### src/rtl/core/tlfs_pkg.sv
// Shared types, codes and reset constants of the thermal level fan supervisor.
`default_nettype none

package tlfs_pkg;

   typedef enum logic [2:0] {
      LEVEL_COLD     = 3'd0,
      LEVEL_LOW      = 3'd1,
      LEVEL_MEDIUM   = 3'd2,
      LEVEL_HIGH     = 3'd3,
      LEVEL_CRITICAL = 3'd4
   } level_type;

   typedef enum logic [1:0] {
      CAUSE_NONE     = 2'd0,
      CAUSE_OVERTEMP = 2'd1,
      CAUSE_SENSOR   = 2'd2
   } cause_type;

   localparam int NUM_THRESHOLDS = 4;
   localparam int CSR_INDEX_WIDTH = 3;
   localparam int MARGIN_WIDTH = 8;
   localparam int TIMEOUT_WIDTH = 16;
   localparam int DUTY_WIDTH = 7;

   typedef logic [CSR_INDEX_WIDTH-1:0] csr_index_type;

   localparam csr_index_type CSR_LOW_THRESHOLD      = 3'd0;
   localparam csr_index_type CSR_MEDIUM_THRESHOLD   = 3'd1;
   localparam csr_index_type CSR_HIGH_THRESHOLD     = 3'd2;
   localparam csr_index_type CSR_CRITICAL_THRESHOLD = 3'd3;
   localparam csr_index_type CSR_HYSTERESIS_MARGIN  = 3'd4;
   localparam csr_index_type CSR_REVOKE_TIMEOUT     = 3'd5;

   localparam int LOW_THRESHOLD_RESET      = 480;
   localparam int MEDIUM_THRESHOLD_RESET   = 640;
   localparam int HIGH_THRESHOLD_RESET     = 800;
   localparam int CRITICAL_THRESHOLD_RESET = 960;
   localparam logic [MARGIN_WIDTH-1:0] MARGIN_RESET = 8'd32;
   localparam logic [TIMEOUT_WIDTH-1:0] TIMEOUT_RESET = 16'd20;

   localparam logic [DUTY_WIDTH-1:0] DUTY_IDLE = 7'd40;
   localparam logic [DUTY_WIDTH-1:0] DUTY_WARM = 7'd60;
   localparam logic [DUTY_WIDTH-1:0] DUTY_HOT  = 7'd80;
   localparam logic [DUTY_WIDTH-1:0] DUTY_FULL = 7'd100;

   function automatic logic [DUTY_WIDTH-1:0] level_duty(input level_type level);
      logic [DUTY_WIDTH-1:0] duty;
      case (level)
         LEVEL_COLD:   duty = DUTY_IDLE;
         LEVEL_LOW:    duty = DUTY_WARM;
         LEVEL_MEDIUM: duty = DUTY_HOT;
         default:      duty = DUTY_FULL;
      endcase
      return duty;
   endfunction

endpackage

`default_nettype wire

### src/rtl/core/tlfs_classify.sv
// Threshold classifier with downward hysteresis.
`default_nettype none

module tlfs_classify #(
   parameter int TEMP_WIDTH = 16
) (
   input  wire logic signed [TEMP_WIDTH-1:0]              temperature,
   input  wire tlfs_pkg::level_type                       previous_level,
   input  wire logic signed [TEMP_WIDTH-1:0]              thresholds [tlfs_pkg::NUM_THRESHOLDS],
   input  wire logic        [tlfs_pkg::MARGIN_WIDTH-1:0]  margin,
   output tlfs_pkg::level_type                            level
);
   import tlfs_pkg::*;

   // two guard bits: threshold minus margin never wraps
   localparam int EXT_WIDTH = TEMP_WIDTH + 2;

   logic signed [EXT_WIDTH-1:0] temp_ext;
   logic signed [EXT_WIDTH-1:0] margin_ext;
   logic signed [EXT_WIDTH-1:0] effective [NUM_THRESHOLDS];
   logic        [NUM_THRESHOLDS-1:0] reached;

   assign temp_ext   = EXT_WIDTH'(temperature);
   assign margin_ext = $signed({{(EXT_WIDTH-MARGIN_WIDTH){1'b0}}, margin});

   always_comb begin
      for (int i = 0; i < NUM_THRESHOLDS; i++) begin
         if (previous_level > 3'(i)) begin
            effective[i] = EXT_WIDTH'(thresholds[i]) - margin_ext;
         end else begin
            effective[i] = EXT_WIDTH'(thresholds[i]);
         end
         reached[i] = (temp_ext >= effective[i]);
      end
   end

   // last threshold reached in fixed order wins, even if unordered
   always_comb begin
      level = LEVEL_COLD;
      for (int i = 0; i < NUM_THRESHOLDS; i++) begin
         if (reached[i]) begin
            level = level_type'(3'(i + 1));
         end
      end
   end

endmodule

`default_nettype wire

### src/rtl/core/thermal_level_fan_supervisor_top.sv
// Thermal level fan supervisor: input register, classifier and result register.
// Path: an accepted word waits in the input register and moves into the result
// register when that register is empty or its word is not stalled.
// Throughput: one word per cycle while rsp_stall is low; the input register can
// take one more word while a result waits, but req_stall rises once it is full.
// Reset: synchronous, active high; clears valids, level (cold) and tick count,
// and reloads the thresholds, margin and timeout with their defaults.
`default_nettype none

module thermal_level_fan_supervisor_top #(
   parameter int TEMP_WIDTH  = 16,
   parameter int COUNT_WIDTH = 16,
   localparam int CSR_WIDTH  = (TEMP_WIDTH > 16) ? TEMP_WIDTH : 16
) (
   input  wire logic                                   clock,
   input  wire logic                                   reset,
   input  wire logic                                   req_valid,
   output logic                                        req_stall,
   input  wire logic signed [TEMP_WIDTH-1:0]           req_temperature,
   input  wire logic                                   req_sensor_fault,
   output logic                                        rsp_valid,
   input  wire logic                                   rsp_stall,
   output tlfs_pkg::level_type                         rsp_thermal_level,
   output tlfs_pkg::cause_type                         rsp_critical_cause,
   output logic [tlfs_pkg::DUTY_WIDTH-1:0]             rsp_fan_duty_percent,
   output logic [COUNT_WIDTH-1:0]                      rsp_overtemp_ticks,
   output logic                                        rsp_keep_alive_revoked,
   input  wire logic                                   csr_we,
   input  wire tlfs_pkg::csr_index_type                csr_index,
   input  wire logic [CSR_WIDTH-1:0]                   csr_wdata
);
   import tlfs_pkg::*;

   localparam int CMP_WIDTH = (COUNT_WIDTH > TIMEOUT_WIDTH) ? COUNT_WIDTH : TIMEOUT_WIDTH;
   localparam logic [COUNT_WIDTH-1:0] COUNT_MAX = {COUNT_WIDTH{1'b1}};

   // configuration
   logic signed [TEMP_WIDTH-1:0]    threshold_ff [NUM_THRESHOLDS];
   logic        [MARGIN_WIDTH-1:0]  margin_ff;
   logic        [TIMEOUT_WIDTH-1:0] timeout_ff;

   // input register
   logic                         s1_valid_ff;
   logic signed [TEMP_WIDTH-1:0] s1_temp_ff;
   logic                         s1_fault_ff;

   // state
   level_type                    prev_level_ff;
   logic [COUNT_WIDTH-1:0]       count_ff;

   // result register
   logic                         out_valid_ff;
   level_type                    out_level_ff;
   cause_type                    out_cause_ff;
   logic [DUTY_WIDTH-1:0]        out_duty_ff;
   logic [COUNT_WIDTH-1:0]       out_count_ff;
   logic                         out_revoked_ff;

   logic                         advance;
   logic                         req_accept;
   level_type                    class_level;
   level_type                    level_in;
   cause_type                    cause_in;
   logic [DUTY_WIDTH-1:0]        duty_in;
   logic [COUNT_WIDTH-1:0]       count_in;
   logic                         revoked_in;

   assign advance    = s1_valid_ff && (!out_valid_ff || !rsp_stall);
   assign req_stall  = s1_valid_ff && !advance;
   assign req_accept = req_valid && !req_stall;

   always_ff @(posedge clock) begin
      if (reset) begin
         threshold_ff[0] <= TEMP_WIDTH'(LOW_THRESHOLD_RESET);
         threshold_ff[1] <= TEMP_WIDTH'(MEDIUM_THRESHOLD_RESET);
         threshold_ff[2] <= TEMP_WIDTH'(HIGH_THRESHOLD_RESET);
         threshold_ff[3] <= TEMP_WIDTH'(CRITICAL_THRESHOLD_RESET);
         margin_ff       <= MARGIN_RESET;
         timeout_ff      <= TIMEOUT_RESET;
      end else if (csr_we) begin
         unique case (csr_index)
            CSR_LOW_THRESHOLD:      threshold_ff[0] <= csr_wdata[TEMP_WIDTH-1:0];
            CSR_MEDIUM_THRESHOLD:   threshold_ff[1] <= csr_wdata[TEMP_WIDTH-1:0];
            CSR_HIGH_THRESHOLD:     threshold_ff[2] <= csr_wdata[TEMP_WIDTH-1:0];
            CSR_CRITICAL_THRESHOLD: threshold_ff[3] <= csr_wdata[TEMP_WIDTH-1:0];
            CSR_HYSTERESIS_MARGIN:  margin_ff       <= csr_wdata[MARGIN_WIDTH-1:0];
            CSR_REVOKE_TIMEOUT:     timeout_ff      <= csr_wdata[TIMEOUT_WIDTH-1:0];
            default: ;
         endcase
      end
   end

   tlfs_classify #(
      .TEMP_WIDTH (TEMP_WIDTH)
   ) u_classify (
      .temperature    (s1_temp_ff),
      .previous_level (prev_level_ff),
      .thresholds     (threshold_ff),
      .margin         (margin_ff),
      .level          (class_level)
   );

   always_comb begin
      if (s1_fault_ff) begin
         level_in = LEVEL_CRITICAL;
         cause_in = CAUSE_SENSOR;
      end else begin
         level_in = class_level;
         cause_in = (class_level == LEVEL_CRITICAL) ? CAUSE_OVERTEMP : CAUSE_NONE;
      end
      duty_in = level_duty(level_in);
      if (cause_in == CAUSE_OVERTEMP) begin
         count_in   = (count_ff == COUNT_MAX) ? count_ff : count_ff + 1'b1;
         revoked_in = (CMP_WIDTH'(count_in) >= CMP_WIDTH'(timeout_ff));
      end else begin
         count_in   = '0;
         revoked_in = 1'b0;
      end
   end

   always_ff @(posedge clock) begin
      if (reset) begin
         s1_valid_ff   <= 1'b0;
         out_valid_ff  <= 1'b0;
         prev_level_ff <= LEVEL_COLD;
         count_ff      <= '0;
      end else begin
         if (req_accept) begin
            s1_valid_ff <= 1'b1;
         end else if (advance) begin
            s1_valid_ff <= 1'b0;
         end
         if (advance) begin
            out_valid_ff  <= 1'b1;
            prev_level_ff <= level_in;
            count_ff      <= count_in;
         end else if (!rsp_stall) begin
            out_valid_ff <= 1'b0;
         end
      end
   end

   always_ff @(posedge clock) begin
      if (req_accept) begin
         s1_temp_ff  <= req_temperature;
         s1_fault_ff <= req_sensor_fault;
      end
      if (advance) begin
         out_level_ff   <= level_in;
         out_cause_ff   <= cause_in;
         out_duty_ff    <= duty_in;
         out_count_ff   <= count_in;
         out_revoked_ff <= revoked_in;
      end
   end

   assign rsp_valid              = out_valid_ff;
   assign rsp_thermal_level      = out_level_ff;
   assign rsp_critical_cause     = out_cause_ff;
   assign rsp_fan_duty_percent   = out_duty_ff;
   assign rsp_overtemp_ticks     = out_count_ff;
   assign rsp_keep_alive_revoked = out_revoked_ff;

endmodule

`default_nettype wire

### config.mk
export PLATFORM = sky130hd
export DESIGN_NAME = thermal_level_fan_supervisor_top
export DESIGN_NICKNAME = d
export VERILOG_FILES = /design/src/rtl/core/tlfs_pkg.sv /design/src/rtl/core/tlfs_classify.sv /design/src/rtl/core/thermal_level_fan_supervisor_top.sv
export SDC_FILE = /design/constraint.sdc
export NUM_CORES = 1
export LEC_CHECK = 0
export BUFFER_PORTS_ARGS = -buffer_cell sky130_fd_sc_hd__buf_4
export CAP_MARGIN = 20
export CORE_ASPECT_RATIO = 2
export CORE_MARGIN = 3
export CORE_UTILIZATION = 35
export DETAILED_ROUTE_END_ITERATION = 8
export RECOVER_POWER = 100
export REMOVE_ABC_BUFFERS = 1
export SYNTH_ARGS = -nofsm -noshare
export SYNTH_HDL_FRONTEND = slang
export SYNTH_SLANG_ARGS = --single-unit
### constraint.sdc
create_clock -name clock -period 5.9 [get_ports clock]
set_input_delay 0.295 -clock clock [delete_from_list [all_inputs] [get_ports clock]]
set_output_delay 0.295 -clock clock [all_outputs]
set_load 0.005 [all_outputs]
Yosys cells after proc, flatten, opt, wreduce, memory -nomap -nowiden
Cells that the tools add are included.
{ "totals": {"memories": 0, "romBits": 0, "ram_bits": 0, "in_bits": 41, "register_bits": 155, "wordCells": 77, "latchBits": 0} }
{ "classes": {"n_shift": 0, "div_mod_pow": 0, "n_mul": 0, "n_eq_ne": 11, "bitwise": 0, "mux": 18, "reduce_logical": 17, "n_addsub": 5, "n_lt_le_gt_ge": 9} }
{ "op_table": {"columns": ["op", "count"], "rows": [
  ["greater-or-equal comparator 16 x 18 -> 1 bit", 4],
  ["two-way mux 18 bit", 4],
  ["subtractor 16 x 9 -> 17 bit", 4],
  ["two-way mux 16 bit", 2],
  ["case mux 7 bit (3 select lines)", 1],
  ["adder 16 x 1 -> 16 bit (second input constant)", 1],
  ["equality test 16 bit (second input constant)", 1],
  ["greater-or-equal comparator 16 bit", 1],
  ["AND reduction 2 bit", 6],
  ["equality test 3 x 2 -> 1 bit (second input constant)", 3],
  ["equality test 3 bit (second input constant)", 3],
  ["equality test 3 x 1 -> 1 bit (second input constant)", 2],
  ["greater-than comparator 3 x 1 -> 1 bit (second input constant)", 2],
  ["greater-than comparator 3 x 2 -> 1 bit (second input constant)", 2],
  ["logical NOT 3 bit", 2],
  ["two-way mux 1 bit", 6],
  ["two-way mux 2 bit", 3],
  ["two-way mux 3 bit", 2],
  ["logical NOT 1 bit", 4],
  ["logical AND 1 bit", 3],
  ["equality test 2 x 1 -> 1 bit (second input constant)", 1],
  ["!= test 2 x 1 -> 1 bit (second input constant)", 1],
  ["nonzero test 2 bit", 1],
  ["logical OR 1 bit", 1]
]} }

Logic depth before layout (Yosys ltp)
Gate-level depths: netlist of the first run.
{ "logic_depth": {"depth_word": 12, "mapped_depth": 20, "depth_no_buf": 20} }

By module
Synthesis of the first run repeated with hierarchy kept, for this count alone.
{ "hier_totals": {"cells_unflattened": 1188, "hier_area_um2": 10030.9} }
{ "by_module_without_submodules": {"columns": ["module", "instances", "seq_area_each_um2", "cells_each", "area_per_inst_um2"], "rows": [
  ["thermal_level_fan_supervisor_top", 1, 3503.4, 703, 6363.6],
  ["tlfs_classify", 1, 0.0, 485, 3667.3]
]} }

Worst setup path before layout of the first run
OpenSTA, ideal clock, no wires.
{ "synth_timing": {"path_type": "register to register", "startpoint": "register margin_ff[1]", "endpoint": "register out_duty_ff[5], in the netlist rsp_fan_duty_percent[5], data pin", "synth_period_minus_slack_ns": 3.989, "stages_incl_launch_ff": 18, "slack_ns": 1.911, "arrival_time_ns": 3.723, "cell_sequence": "dfxtp_1 > inv_1 > ha_1 > nor2b_1 > o21ai_0 > a21boi_0 > o211ai_1 > a21boi_0 > or3_1 > a31oi_1 > ha_1 > a211oi_1 > nor2_1 > a2111oi_0 > o32ai_1 > or2_2 > clkbuf_1 > or3_1"} }
{ "synth_between": {"word_cells_on_any_way": 21, "classes_between": "add/sub (4); order compare (4); eq/ne (2); mux (10); reduce/logical (1)"} }
{ "synth_lines": {"columns": ["item", "line", "text"], "rows": [
  ["start: declaration", "thermal_level_fan_supervisor_top.sv:39", "logic [MARGIN_WIDTH-1:0] margin_ff;"],
  ["start signal: assignment", "thermal_level_fan_supervisor_top.sv:86", "CSR_HYSTERESIS_MARGIN: margin_ff <= csr_wdata[MARGIN_WIDTH-1:0];"],
  ["subtractor 16 x 9 -> 17 bit (*)", "tlfs_classify.sv:29", "effective[i] = EXT_WIDTH'(thresholds[i]) - margin_ext;"],
  ["two-way mux 18 bit (*)", "tlfs_classify.sv:28", "if (previous_level > 3'(i)) begin"],
  ["greater-or-equal comparator 16 x 18 -> 1 bit (*)", "tlfs_classify.sv:33", "reached[i] = (temp_ext >= effective[i]);"],
  ["two-way mux 3 bit (*)", "tlfs_classify.sv:41", "if (reached[i]) begin"],
  ["two-way mux 3 bit (*)", "thermal_level_fan_supervisor_top.sv:104", "if (s1_fault_ff) begin"],
  ["via level_in[2]", "thermal_level_fan_supervisor_top.sv:62", "level_type level_in;"],
  ["equality test 3 x 2 -> 1 bit (tied with other cells)", "tlfs_pkg.sv:49", "case (level)"],
  ["case mux 7 bit (3 select lines) (*)", "tlfs_pkg.sv:49", null],
  ["via duty_in[5]", "thermal_level_fan_supervisor_top.sv:64", "logic [DUTY_WIDTH-1:0] duty_in;"],
  ["end signal: assignment", "thermal_level_fan_supervisor_top.sv:151", "out_duty_ff <= duty_in;"],
  ["end: declaration", "thermal_level_fan_supervisor_top.sv:55", "logic [DUTY_WIDTH-1:0] out_duty_ff;"]
]} }
The timed path passes the listed nets; every way through them passes the cells marked *.
A chain may end at the register's enable or synchronous reset.

Final worst setup path of the first run
{ "layout_timing": {"startpoint": "register margin_ff[1]", "endpoint": "register out_duty_ff[4], in the netlist rsp_fan_duty_percent[4], data pin"} }
{ "layout_between": {"elab_chain_len": 10, "word_cells_on_any_way": 21, "classes_between": "add/sub (4); order compare (4); eq/ne (2); mux (10); reduce/logical (1)"} }
{ "layout_rtl": {"columns": ["item", "line"], "rows": [
  ["subtractor 16 x 9 -> 17 bit", "tlfs_classify.sv:29"],
  ["two-way mux 18 bit", "tlfs_classify.sv:28"],
  ["greater-or-equal comparator 16 x 18 -> 1 bit", "tlfs_classify.sv:33"],
  ["two-way mux 1 bit", "tlfs_classify.sv:41"],
  ["two-way mux 2 bit (2 in a row)", "tlfs_classify.sv:41"],
  ["two-way mux 3 bit (*)", "tlfs_classify.sv:41"],
  ["two-way mux 3 bit (*)", "thermal_level_fan_supervisor_top.sv:104"],
  ["equality test 3 x 2 -> 1 bit (tied with other cells)", "tlfs_pkg.sv:49"],
  ["case mux 7 bit (3 select lines) (*)", "tlfs_pkg.sv:49"],
  ["via duty_in[4]", "thermal_level_fan_supervisor_top.sv:64"]
]} }
Marks and branches as above.

==> metrics.md, run 1 <==
| Metric | Value |
|---|---|
| Finish-stage setup viols | 0 |
| FF+latch count, synth | 153 |
| Cell area after layout | 0.01129 sq mm |
| Share of the synthesized area in the top cell type | 0.2208 |
| Max VDD drop | 195.2 uV |
| DR pass1 iterations | 5 |
| Synth Area in XOR/XNOR | 0.05051 |
| Clk slew on worst S/H paths | 0.07 ns |
| Synth Cell Area | 0.009883 sq mm |
| Ports | 72 |
| Most common cell after layout, fill and taps aside | nand2_1 |
| CTS buffer count | 17 |
| EDFF count, synth | 44 |
| Placement Cell Area | about 0.011 sq mm |
| DP HPWL | 23.45 mm |
| Largest net degree at the start of global routing | 57 |
| Fin Hold WS | around 0.050 ns |
| Drt drc | 0 |
| First-pass GRT wire length | 44.82 mm |
| Ys async rst share | 0 |
| Top FF cell, synth | dfxtp_1 |
| Drt total wl | roughly 29 mm |
| Fin nets | 1390 |
| Via Count | 8488 |
| Worst slew margin | -0.8194 |
| Core Area | 0.02765 sq mm |
| Synth Area in Adders | 0.1562 |
| Die Y | 243.6 microns |
| Crit path DAT | just under 5 ns |
| CTS Hold Bufs | 0 |
| Initial antenna violation count | 0 |
| Min-delay worst type | primary input to register |
| CP top delay family | compound AO/OA/AOI/OAI gates |
| Vias in the first global route | 8316 |
| Tmin final | roughly 4.7 ns |
| Skew final | 0.008692 ns |
| Row count | 86 |
| CP endpoint kind | register |
| Synth warn | 0 |
| Clock root buffer | clkbuf_16 |
| Status | finished, violations left |
| Clk buf depth | 2 |
| Layout area overhead | 14.24% |
| Total leakage power | between 4 and 5 nW |
| Buf/Inv on CP | 1 |
| Mapped Cells | ~1200 |
| Unrepaired setup endpoints after global routing | false |
| Critical-path cell list | inv_1, ha_1, nor2b_1, o21a_1, o21ai_0, a21oi_1, o311ai_0, nand4_1, xor2_1, ha_1, a21o_1, a21o_1, a221oi_1, a22o_1, a21boi_0, nor3_1 |
| Clk sinks | 153 |
| Power density cells | 229.7 mW/mm^2 |
| Fraction of layout cells with a size suffix above 1 | 0.09911 |
| Setup_tns | 0 ns |
| Syn Area/Cell | about 8.4 sq um |
| Critical path's largest stage delay | about 0.86 ns |
| Iter 0 DRT Violations | 481 |
| CTS tree | yes |
| Final Hold Vio Count | 0 |
| Compound-Gate Fraction of Synth Area | 0.1537 |
| Fmax | around 210 MHz |
| Dominant cells by area after synthesis | dfxtp_1 (22%), ha_1 (15%), edfxtp_1 (13%) |
| Seq/Total Area, Yosys | 0.3545 |
| Via density | around 5.3 |
| Starting Density | 0.3574 |
| Highest-delay cell along the critical path | o311ai_0 |
| GRT Total Usage | 0.1925 |
| Commonest cells after routing, fill and taps aside | nand2_1 (233), a21oi_1 (132), ha_1 (117), dfxtp_1 (109), nor2_1 (62) |
| Critical Path RT | slightly above 6 ns |
| Largest area contributor in the netlist | dfxtp_1 |
| Violations in the final reports | max-capacitance violations, max-slew violations |
| Largest family of logic cells by synthesized area | simple AND/OR/NAND/NOR gates |
| Routed len/inst | 18.51 microns |
| Die Wd | 124.8 microns |
| Slew Viols, Final | 102 |
| Final core occ | 0.4083 |
| Post-route clock period utilization | 0.7953 |
| Cts repair resizes | 0 |
| Worst-Skew Late Latency | 0.44 ns |
| Setup bufs post-CTS | 0 |
| Slew @ Worst Pin | between 2 and 3 ns |
| Remaining Overflow, GRT | 0 |
| CP Max Fanout | 8 |
| Synth cell types | a little under 70 |
| Mux cell area share after synthesis | 0.01836 |
| Die area | around 0.030 sq mm |
| H-tree depth | 4 |
| Setup CP Type | register to register |
| Remaining antenna violation count | 0 |
| Ant diodes | 0 |
| Gp weighted congestion | approximately 0.91 |
| Area share of and/or/nand/nor cells after synthesis | 0.2250 |
| Critical Path Start Type | register |
| Max-Cap Viols | 2 |
| IO buf count | a little under 70 |
-- flip-flops by register name, indices dropped and copies added (netlist names), 2 cells and up --
name and flops:
threshold_ff 64, count_ff 16, rsp_overtemp_ticks 16, s1_temp_ff 16, timeout_ff 16, margin_ff 8
rsp_fan_duty_percent 5, prev_level_ff 3, rsp_thermal_level 3, rsp_critical_cause 2
-- final timing paths --
check	cells past startpoint	slack [ns]	end	startpoint
setup / recovery	16	1.21	rsp_fan_duty_percent[4]	margin_ff[1]
hold / removal	1	0.05	s1_temp_ff[4]	req_temperature[4]
setup reg to reg	16	1.21	rsp_fan_duty_percent[4]	margin_ff[1]
hold reg to reg	2	0.45	timeout_ff[13]	timeout_ff[13]
-- power breakdown --
| part | internal [mW] | switching (mW) | leakage (nW) | total (mW) |
|---|---|---|---|---|
| clock | 0.626 | 0.457 | 0.285 | 1.08 |
| sequential | 1.11 | 0.0395 | 1.29 | 1.15 |
| combinational | 0.147 | 0.209 | 2.79 | 0.357 |
-- per-stage QoR --
| step | power [mW] | cells | worst slack, ns |
|---|---|---|---|
| 2_1_floorplan | 1.382 | 1131 | 1.909 |
| 3_3_place_gp | 1.527 | 1560 | 1.330 |
| 3_5_place_dp | 1.537 | 1560 | 1.290 |
| 4_1_cts | 2.621 | 1592 | 1.241 |
| 5_1_grt | 2.705 | 1593 | 0.7858 |
| 6_report | 2.594 | 1593 | 1.208 |
-- area by class of cell --
class | count | area (sq um)
repair buffers | 78 | 559.3
fillers | 2763 | 16360
clock buffers | 25 | 528.0
inverters | 59 | 221.5
flip-flops and latches | 153 | 3503
well taps | 352 | 440.4
clock inverters | 7 | 53.80
multi-input cells | 919 | 5984
-- worst register-to-register path: stages (launching register included) --
cell and delay [ns]:
dfxtp_1 0.31, inv_1 0.31, ha_1 0.31, nor2b_1 0.13, o21a_1 0.18, o21ai_0 0.24
a21oi_1 0.14, o311ai_0 0.86, nand4_1 0.22, xor2_1 0.20, ha_1 0.30, a21o_1 0.18
a21o_1 0.17, a221oi_1 0.25, a22o_1 0.34, a21boi_0 0.22, nor3_1 0.07
-- cells in the mapped netlist, types with 9 or more instances --
cell      count
ha_1        117
a211oi_1     10
clkbuf_1     34
edfxtp_1     44
nand2_1     233
mux2i_1      17
a21o_1       21
xnor2_1      38
and2_1       10
o21ai_0      40
a31oi_1       9
xor2_1       19
dfxtp_1     109
inv_1        59
nor2b_1      16
or3_1        10
nor3_1       31
a21oi_1     132
nand3_1      15
nor4_1        9
nor2_1       62
nand4_1      15
nand2b_1     11
nand3b_1     18
-- metal layers --
| layer | routed length [microns] | GRT usage | vias to the layer above |
|---|---|---|---|
| met5 | 0 | 0 | - |
| met4 | 2368 | 0.1450 | 0 |
| met3 | 833 | 0.02918 | 103 |
| met2 | 16730 | 0.3811 | 215 |
| met1 | 9560 | 0.1689 | 3943 |
| li1 | - | - | 4227 |
-- cells by family (layout without fill, tap and decap cells) --
logic type | Yosys count | count (layout)
other | 1 | 2
flip-flops | 153 | 153
multiplexers | 18 | 18
adder cells (fa/ha/maj) | 121 | 121
AND/OR/NAND/NOR | 466 | 466
AO/OA/AOI/OAI | 255 | 255
XOR/XNOR | 57 | 57
buffers and inverters | 103 | 169
Power figures use the tool's default switching activity.
==> run 2, diff against run 1 <==
Clock period 5.9 ns to 4.8 ns, I/O delays scaled along.
==> metrics.md, run 2 (synthesis results as in run 1) <==
| Metric | Value |
|---|---|
| Critical Path Start Type | register |
| Layout area overhead | 17.45% |
| Die Wd | 124.8 microns (unchanged) |
| Most common cell after layout, fill and taps aside | nand2_1 |
| Fin nets | 1416 (+1.9%) |
| Gp weighted congestion | 0.9015 (-0.92%) |
| Ports | 72 (unchanged) |
| DP HPWL | 23.30 mm (-0.64%) |
| CTS tree | yes |
| CP Max Fanout | 5 (-3) |
| Clk sinks | 153 (unchanged) |
| Commonest cells after routing, fill and taps aside | nand2_1 (233), a21oi_1 (132), ha_1 (117), dfxtp_1 (109), nor2_1 (62) |
| Clk buf depth | 2 (unchanged) |
| Critical path's largest stage delay | 0.44 ns (-0.42 ns) |
| Largest Register | threshold_ff |
| Slew @ Worst Pin | 2.693 ns (-0.03647 ns) |
| Final setup margin | 0.3263 ns (-0.8817 ns) |
| Largest net degree at the start of global routing | 59 (+3.5%) |
| CP top delay family | compound AO/OA/AOI/OAI gates |
| Total leakage power | 4.515 nW (+3.5%) |
| Worst-Skew Late Latency | 0.45 ns (about the same) |
| Drt drc | 0 (unchanged) |
| Buf/Inv on CP | 1 (unchanged) |
| Row count | 86 (unchanged) |
| Post-route clock period utilization | 0.9320 (+0.1368) |
| Via Count | 8573 (+1.0%) |
| Remaining Overflow, GRT | 0 (unchanged) |
| Min-delay worst type | primary input to register |
| Fmax | 223.5 MHz (+4.9%) |
| First-pass GRT wire length | 45.26 mm (+0.97%) |
| Skew final | 0.007202 ns (-0.001491 ns) |
| Drt total wl | 29.52 mm (+0.12%) |
| Via density | 5.295 (-0.62%) |
| Clk slew on worst S/H paths | 0.06 ns (about the same) |
| Critical Path RT | 5.00 ns (-1.07 ns) |
| Highest-delay cell along the critical path | dfxtp_1 |
| Setup_tns | 0 ns (unchanged) |
| Routed len/inst | 18.24 microns (-1.5%) |
| Max reg flops | 64 (unchanged) |
| Die area | 0.03041 sq mm (unchanged) |
| Unrepaired setup endpoints after global routing | false |
| Initial antenna violation count | 0 (unchanged) |
| Finish-stage setup viols | 0 (unchanged) |
| CP endpoint kind | register |
| IO buf count | 69 (unchanged) |
| Power density cells | 284.9 mW/mm^2 (+24%) |
| Multi-input combinational cell area | 0.006011 sq mm (+0.44%) |
| Setup CP Type | register to register |
| Max-Cap Viols | 3 (+1) |
| Worst slew margin | -0.7951 (+0.02432) |
| Slew Viols, Final | 131 (+28%) |
| Violations in the final reports | max-capacitance violations, max-slew violations |
| Iter 0 DRT Violations | 405 (-16%) |
| GRT Total Usage | 0.1938 (+0.001286) |
| Final Hold Vio Count | 0 (unchanged) |
| Filler cells | 2762 (-0.036%) |
| Crit path DAT | 4.67 ns (-0.19 ns) |
| Placed cell count | 1570 (+0.64%) |
| Dpl ws | 0.2309 ns (-1.059 ns) |
| Sequential cell area | 0.003503 sq mm (unchanged) |
| H-tree depth | 4 (unchanged) |
| Final non-filler cell total | 1619 (+1.6%) |
| Ant diodes | 0 (unchanged) |
| Status | finished, violations left |
| Max VDD drop | 236.2 uV (+21%) |
| Critical-path cell list | ha_1, inv_1, fa_1, a21o_1, a21oi_1, o21bai_1, a21oi_1, nor2_1, a2111oi_0, xnor2_1, ha_1, nand4_1, nor4_1, o41ai_2, a22oi_2, nor2_1, and2_0 |
| Starting Density | 0.3574 (unchanged) |
| Die Y | 243.6 microns (unchanged) |
| Clock root buffer | clkbuf_16 |
| Fraction of layout cells with a size suffix above 1 | 0.1121 (+0.01296) |
| DR pass1 iterations | 5 (unchanged) |
| Core Area | 0.02765 sq mm (unchanged) |
| CTS buffer count | 17 (unchanged) |
| Remaining antenna violation count | 0 (unchanged) |
| Tmin final | 4.474 ns (-0.2183 ns) |
| Vias in the first global route | 8370 (+0.65%) |
## run 2: cell types whose count changed in the layout (fill, tap and decap cells not counted), sizes merged
cell,delta
clkinvlp,+1
clkinv,+1
inv,+1
clkbuf,-6
bufinv,+2
dlygate4sd3,+17
buf,+10
## run 2: per-layer routing
| layer | share of wire | global-route usage | vias to the layer above |
|---|---|---|---|
| li1 | - | - | 4279 |
| met4 | 0.093 | 0.1699 | 0 |
| met5 | 0 | 0 | - |
| met3 | 0.028 | 0.02413 | 99 |
| met1 | 0.34 | 0.1767 | 3998 |
| met2 | 0.54 | 0.3677 | 197 |
## run 2: worst register-to-register path: stages (launching register included)
cell and delay [ns]:
dfxtp_1 0.44, ha_1 0.22, inv_1 0.06, fa_1 0.41, a21o_1 0.19, a21oi_1 0.23
o21bai_1 0.16, a21oi_1 0.25, nor2_1 0.09, a2111oi_0 0.44, xnor2_1 0.13, ha_1 0.31
nand4_1 0.13, nor4_1 0.44, o41ai_2 0.17, a22oi_2 0.29, nor2_1 0.10, and2_0 0.17
## run 2: final timing paths
check | startpoint | end | slack [ns] | depth (start not counted)
min | req_valid | s1_valid_ff | 0.03 | 3
min reg2reg | timeout_ff[8] | timeout_ff[8] | 0.46 | 2
max | margin_ff[0] | rsp_fan_duty_percent[3] | 0.33 | 17
max reg2reg | margin_ff[0] | rsp_fan_duty_percent[3] | 0.33 | 17
## run 2: what timing repair did
item | CTS | global route
buffers inserted | 0 | 0
endpoints found under the hold margin | 17 | 0
resized for setup | 0 | 5
setup endpoints to repair | 0 | 13
hold buffers | 17 | 0
## run 2: stage by stage
step | hold WS [ns] | utilization | total power [mW] | instance area (sq um)
after global placement | 0.4196 | 0.3904 | 1.878 | 10800
final | 0.02589 | 0.4197 | 3.307 | 11610
after CTS | 0.01647 | 0.4195 | 3.334 | 11600
after floorplan | 0.3091 | - | 1.699 | 9699
after detailed placement | 0.4196 | 0.3908 | 1.890 | 10810
after global routing | 0.05468 | 0.4197 | 3.440 | 11610
## run 2: layout make-up
type | instances | share of cell area
multi-input cells | 919 | 0.5178
clock buffers | 20 | 0.04215
well taps | 352 | 0.03794
flip-flops and latches | 153 | 0.3018
repair buffers | 104 | 0.06963
clock inverters | 12 | 0.01153
inverters | 59 | 0.01908
## run 2: report_power, final
group,internal (mW),switching (mW),total [mW]
registers,1.37,0.0450,1.41
clock network,0.846,0.590,1.44
logic,0.195,0.262,0.458
==> run 3, diff against run 2 <==
Settings changed: SETUP_SLACK_MARGIN set to 0.5.
==> metrics.md, run 3 (synthesis results as in run 1) <==
| Metric | Value |
|---|---|
| Unrepaired setup endpoints after global routing | false |
| Via density | 5.300 (about the same) |
| Fmax | 232.7 MHz (+4.1%) |
| Power density cells | 283.6 mW/mm^2 (-0.46%) |
| DP HPWL | 23.30 mm (unchanged) |
| Ant diodes | 0 (unchanged) |
| Max reg flops | 64 (unchanged) |
| Violations in the final reports | max-capacitance violations, max-slew violations |
| Largest Register | threshold_ff |
| H-tree depth | 4 (unchanged) |
| Worst slew margin | -0.8149 (-0.01973) |
| Starting Density | 0.3574 (unchanged) |
| Ports | 72 (unchanged) |
| Clk sinks | 153 (unchanged) |
| Via Count | 8580 (+0.082%) |
| Post-route clock period utilization | 0.8953 (-0.03668) |
| Remaining Overflow, GRT | 0 (unchanged) |
| Placed cell count | 1570 (unchanged) |
| Final non-filler cell total | 1619 (unchanged) |
| Critical Path RT | 5.14 ns (+0.14 ns) |
| Commonest cells after routing, fill and taps aside | nand2_1 (233), a21oi_1 (129), ha_1 (117), dfxtp_1 (108), nor2_1 (62) |
| Drt total wl | 29.58 mm (+0.19%) |
| Crit path DAT | 4.63 ns (-0.04 ns) |
| Final Hold Vio Count | 0 (unchanged) |
| Largest net degree at the start of global routing | 59 (unchanged) |
| Setup_tns | 0 ns (unchanged) |
| Slew Viols, Final | 131 (unchanged) |
| Clock root buffer | clkbuf_16 |
| CP Max Fanout | 15 (+10) |
| Drt drc | 0 (unchanged) |
| Iter 0 DRT Violations | 374 (-7.7%) |
| Critical Path Start Type | register |
| Vias in the first global route | 8376 (+0.072%) |
| Setup CP Type | register to register |
| Total leakage power | 4.531 nW (+0.36%) |
| Min-delay worst type | primary input to register |
| Layout area overhead | 18.39% |
| Max VDD drop | 233.2 uV (-1.3%) |
| Multi-input combinational cell area | 0.006100 sq mm (+1.5%) |
| CP endpoint kind | register |
| Tmin final | 4.298 ns (-0.1761 ns) |
| CTS buffer count | 17 (unchanged) |
| Finish-stage setup viols | 0 (unchanged) |
| Die Y | 243.6 microns (unchanged) |
| Clk slew on worst S/H paths | 0.06 ns (about the same) |
| Worst-Skew Late Latency | 0.45 ns (about the same) |
| Row count | 86 (unchanged) |
| Initial antenna violation count | 0 (unchanged) |
| IO buf count | 69 (unchanged) |
| GRT Total Usage | 0.1939 (about the same) |
| Skew final | 0.008458 ns (+0.001256 ns) |
| Max-Cap Viols | 3 (unchanged) |
| Setup bufs post-CTS | 0 (unchanged) |
| Clk buf depth | 2 (unchanged) |
| Routed len/inst | 18.27 microns (+0.19%) |
| CTS tree | yes |
| Status | finished, violations left |
| Die Wd | 124.8 microns (unchanged) |
| Core Area | 0.02765 sq mm (unchanged) |
| Fraction of layout cells with a size suffix above 1 | 0.1247 (+0.01263) |
| DR pass1 iterations | 5 (unchanged) |
| First-pass GRT wire length | 45.32 mm (+0.14%) |
| Sequential cell area | 0.003507 sq mm (+0.11%) |
| Die area | 0.03041 sq mm (unchanged) |
| Slew @ Worst Pin | 2.722 ns (+0.02959 ns) |
| Gp weighted congestion | 0.9015 (unchanged) |
| Fin nets | 1416 (unchanged) |
| Filler cells | 2747 (-0.54%) |
| Final core occ | 0.4231 (+0.003393) |
| Most common cell after layout, fill and taps aside | nand2_1 |
| Remaining antenna violation count | 0 (unchanged) |
[run 3: cell types whose count changed in the layout (fill, tap and decap cells not counted), sizes merged]
cell      delta
buf          -1
clkbuf       +1
clkinvlp     +1
inv          -1
[run 3: final timing paths]
kind	depth (start not counted)	slack, ns	endpoint	from
setup reg to reg	20	0.50	count_ff[15]	margin_ff[0]
hold reg to reg	2	0.46	timeout_ff[13]	timeout_ff[13]
hold / removal	3	0.03	s1_valid_ff	req_valid
setup / recovery	20	0.50	count_ff[15]	margin_ff[0]
[run 3: metal layers]
metal,global-route usage,share of wire,up-vias
met1,0.1772,0.34,4007
li1,-,-,4273
met2,0.3681,0.55,197
met3,0.02391,0.026,103
met4,0.1692,0.092,0
met5,0,0,-
[run 3: per-stage QoR]
step / hold slack, ns / instance area, sq um / total power, mW / worst slack, ns
6_report: 0.02892 / 11700 / 3.319 / 0.5024
5_1_grt: 0.05469 / 11700 / 3.451 / 0.2529
4_1_cts: 0.01647 / 11640 / 3.339 / 0.5455
3_5_place_dp: 0.4196 / 10810 / 1.890 / 0.2309
3_3_place_gp: 0.4196 / 10800 / 1.878 / 0.2576
2_1_floorplan: 0.3091 / 9699 / 1.699 / 0.8090
[run 3: cell type report]
class                   instances  area share
well taps                     352     0.03764
multi-input cells             919      0.5213
flip-flops and latches        153      0.2997
clock buffers                  20     0.04181
repair buffers                104     0.06908
inverters                      59     0.01903
clock inverters                12     0.01144
[run 3: power by group]
part / switching (mW) / total [mW] / internal (mW)
sequential: 0.0450 / 1.41 / 1.37
clock: 0.590 / 1.44 / 0.846
combinational: 0.269 / 0.469 / 0.200
[run 3: repair_timing]
action,in CTS,in global routing
endpoints found under the setup margin,17,21
pin swaps,1,6
gates resized for setup,12,25
gates cloned,0,0
hold buffers,17,0
hold endpoints to repair,17,0
[run 3: critical path: stages, from the launching register on]
cell	delay, ns
dfxtp_4	0.38
ha_1	0.16
inv_1	0.06
fa_2	0.36
a21o_1	0.19
a21oi_1	0.23
nor2b_1	0.09
o21ai_2	0.16
a21oi_1	0.17
nor3_1	0.24
xnor2_1	0.15
ha_1	0.26
nand4_1	0.14
nor4_1	0.08
a211oi_1	0.27
o32ai_2	0.16
nand2b_1	0.13
buf_6	0.19
clkinvlp_2	0.32
and2_0	0.26
a22o_1	0.19
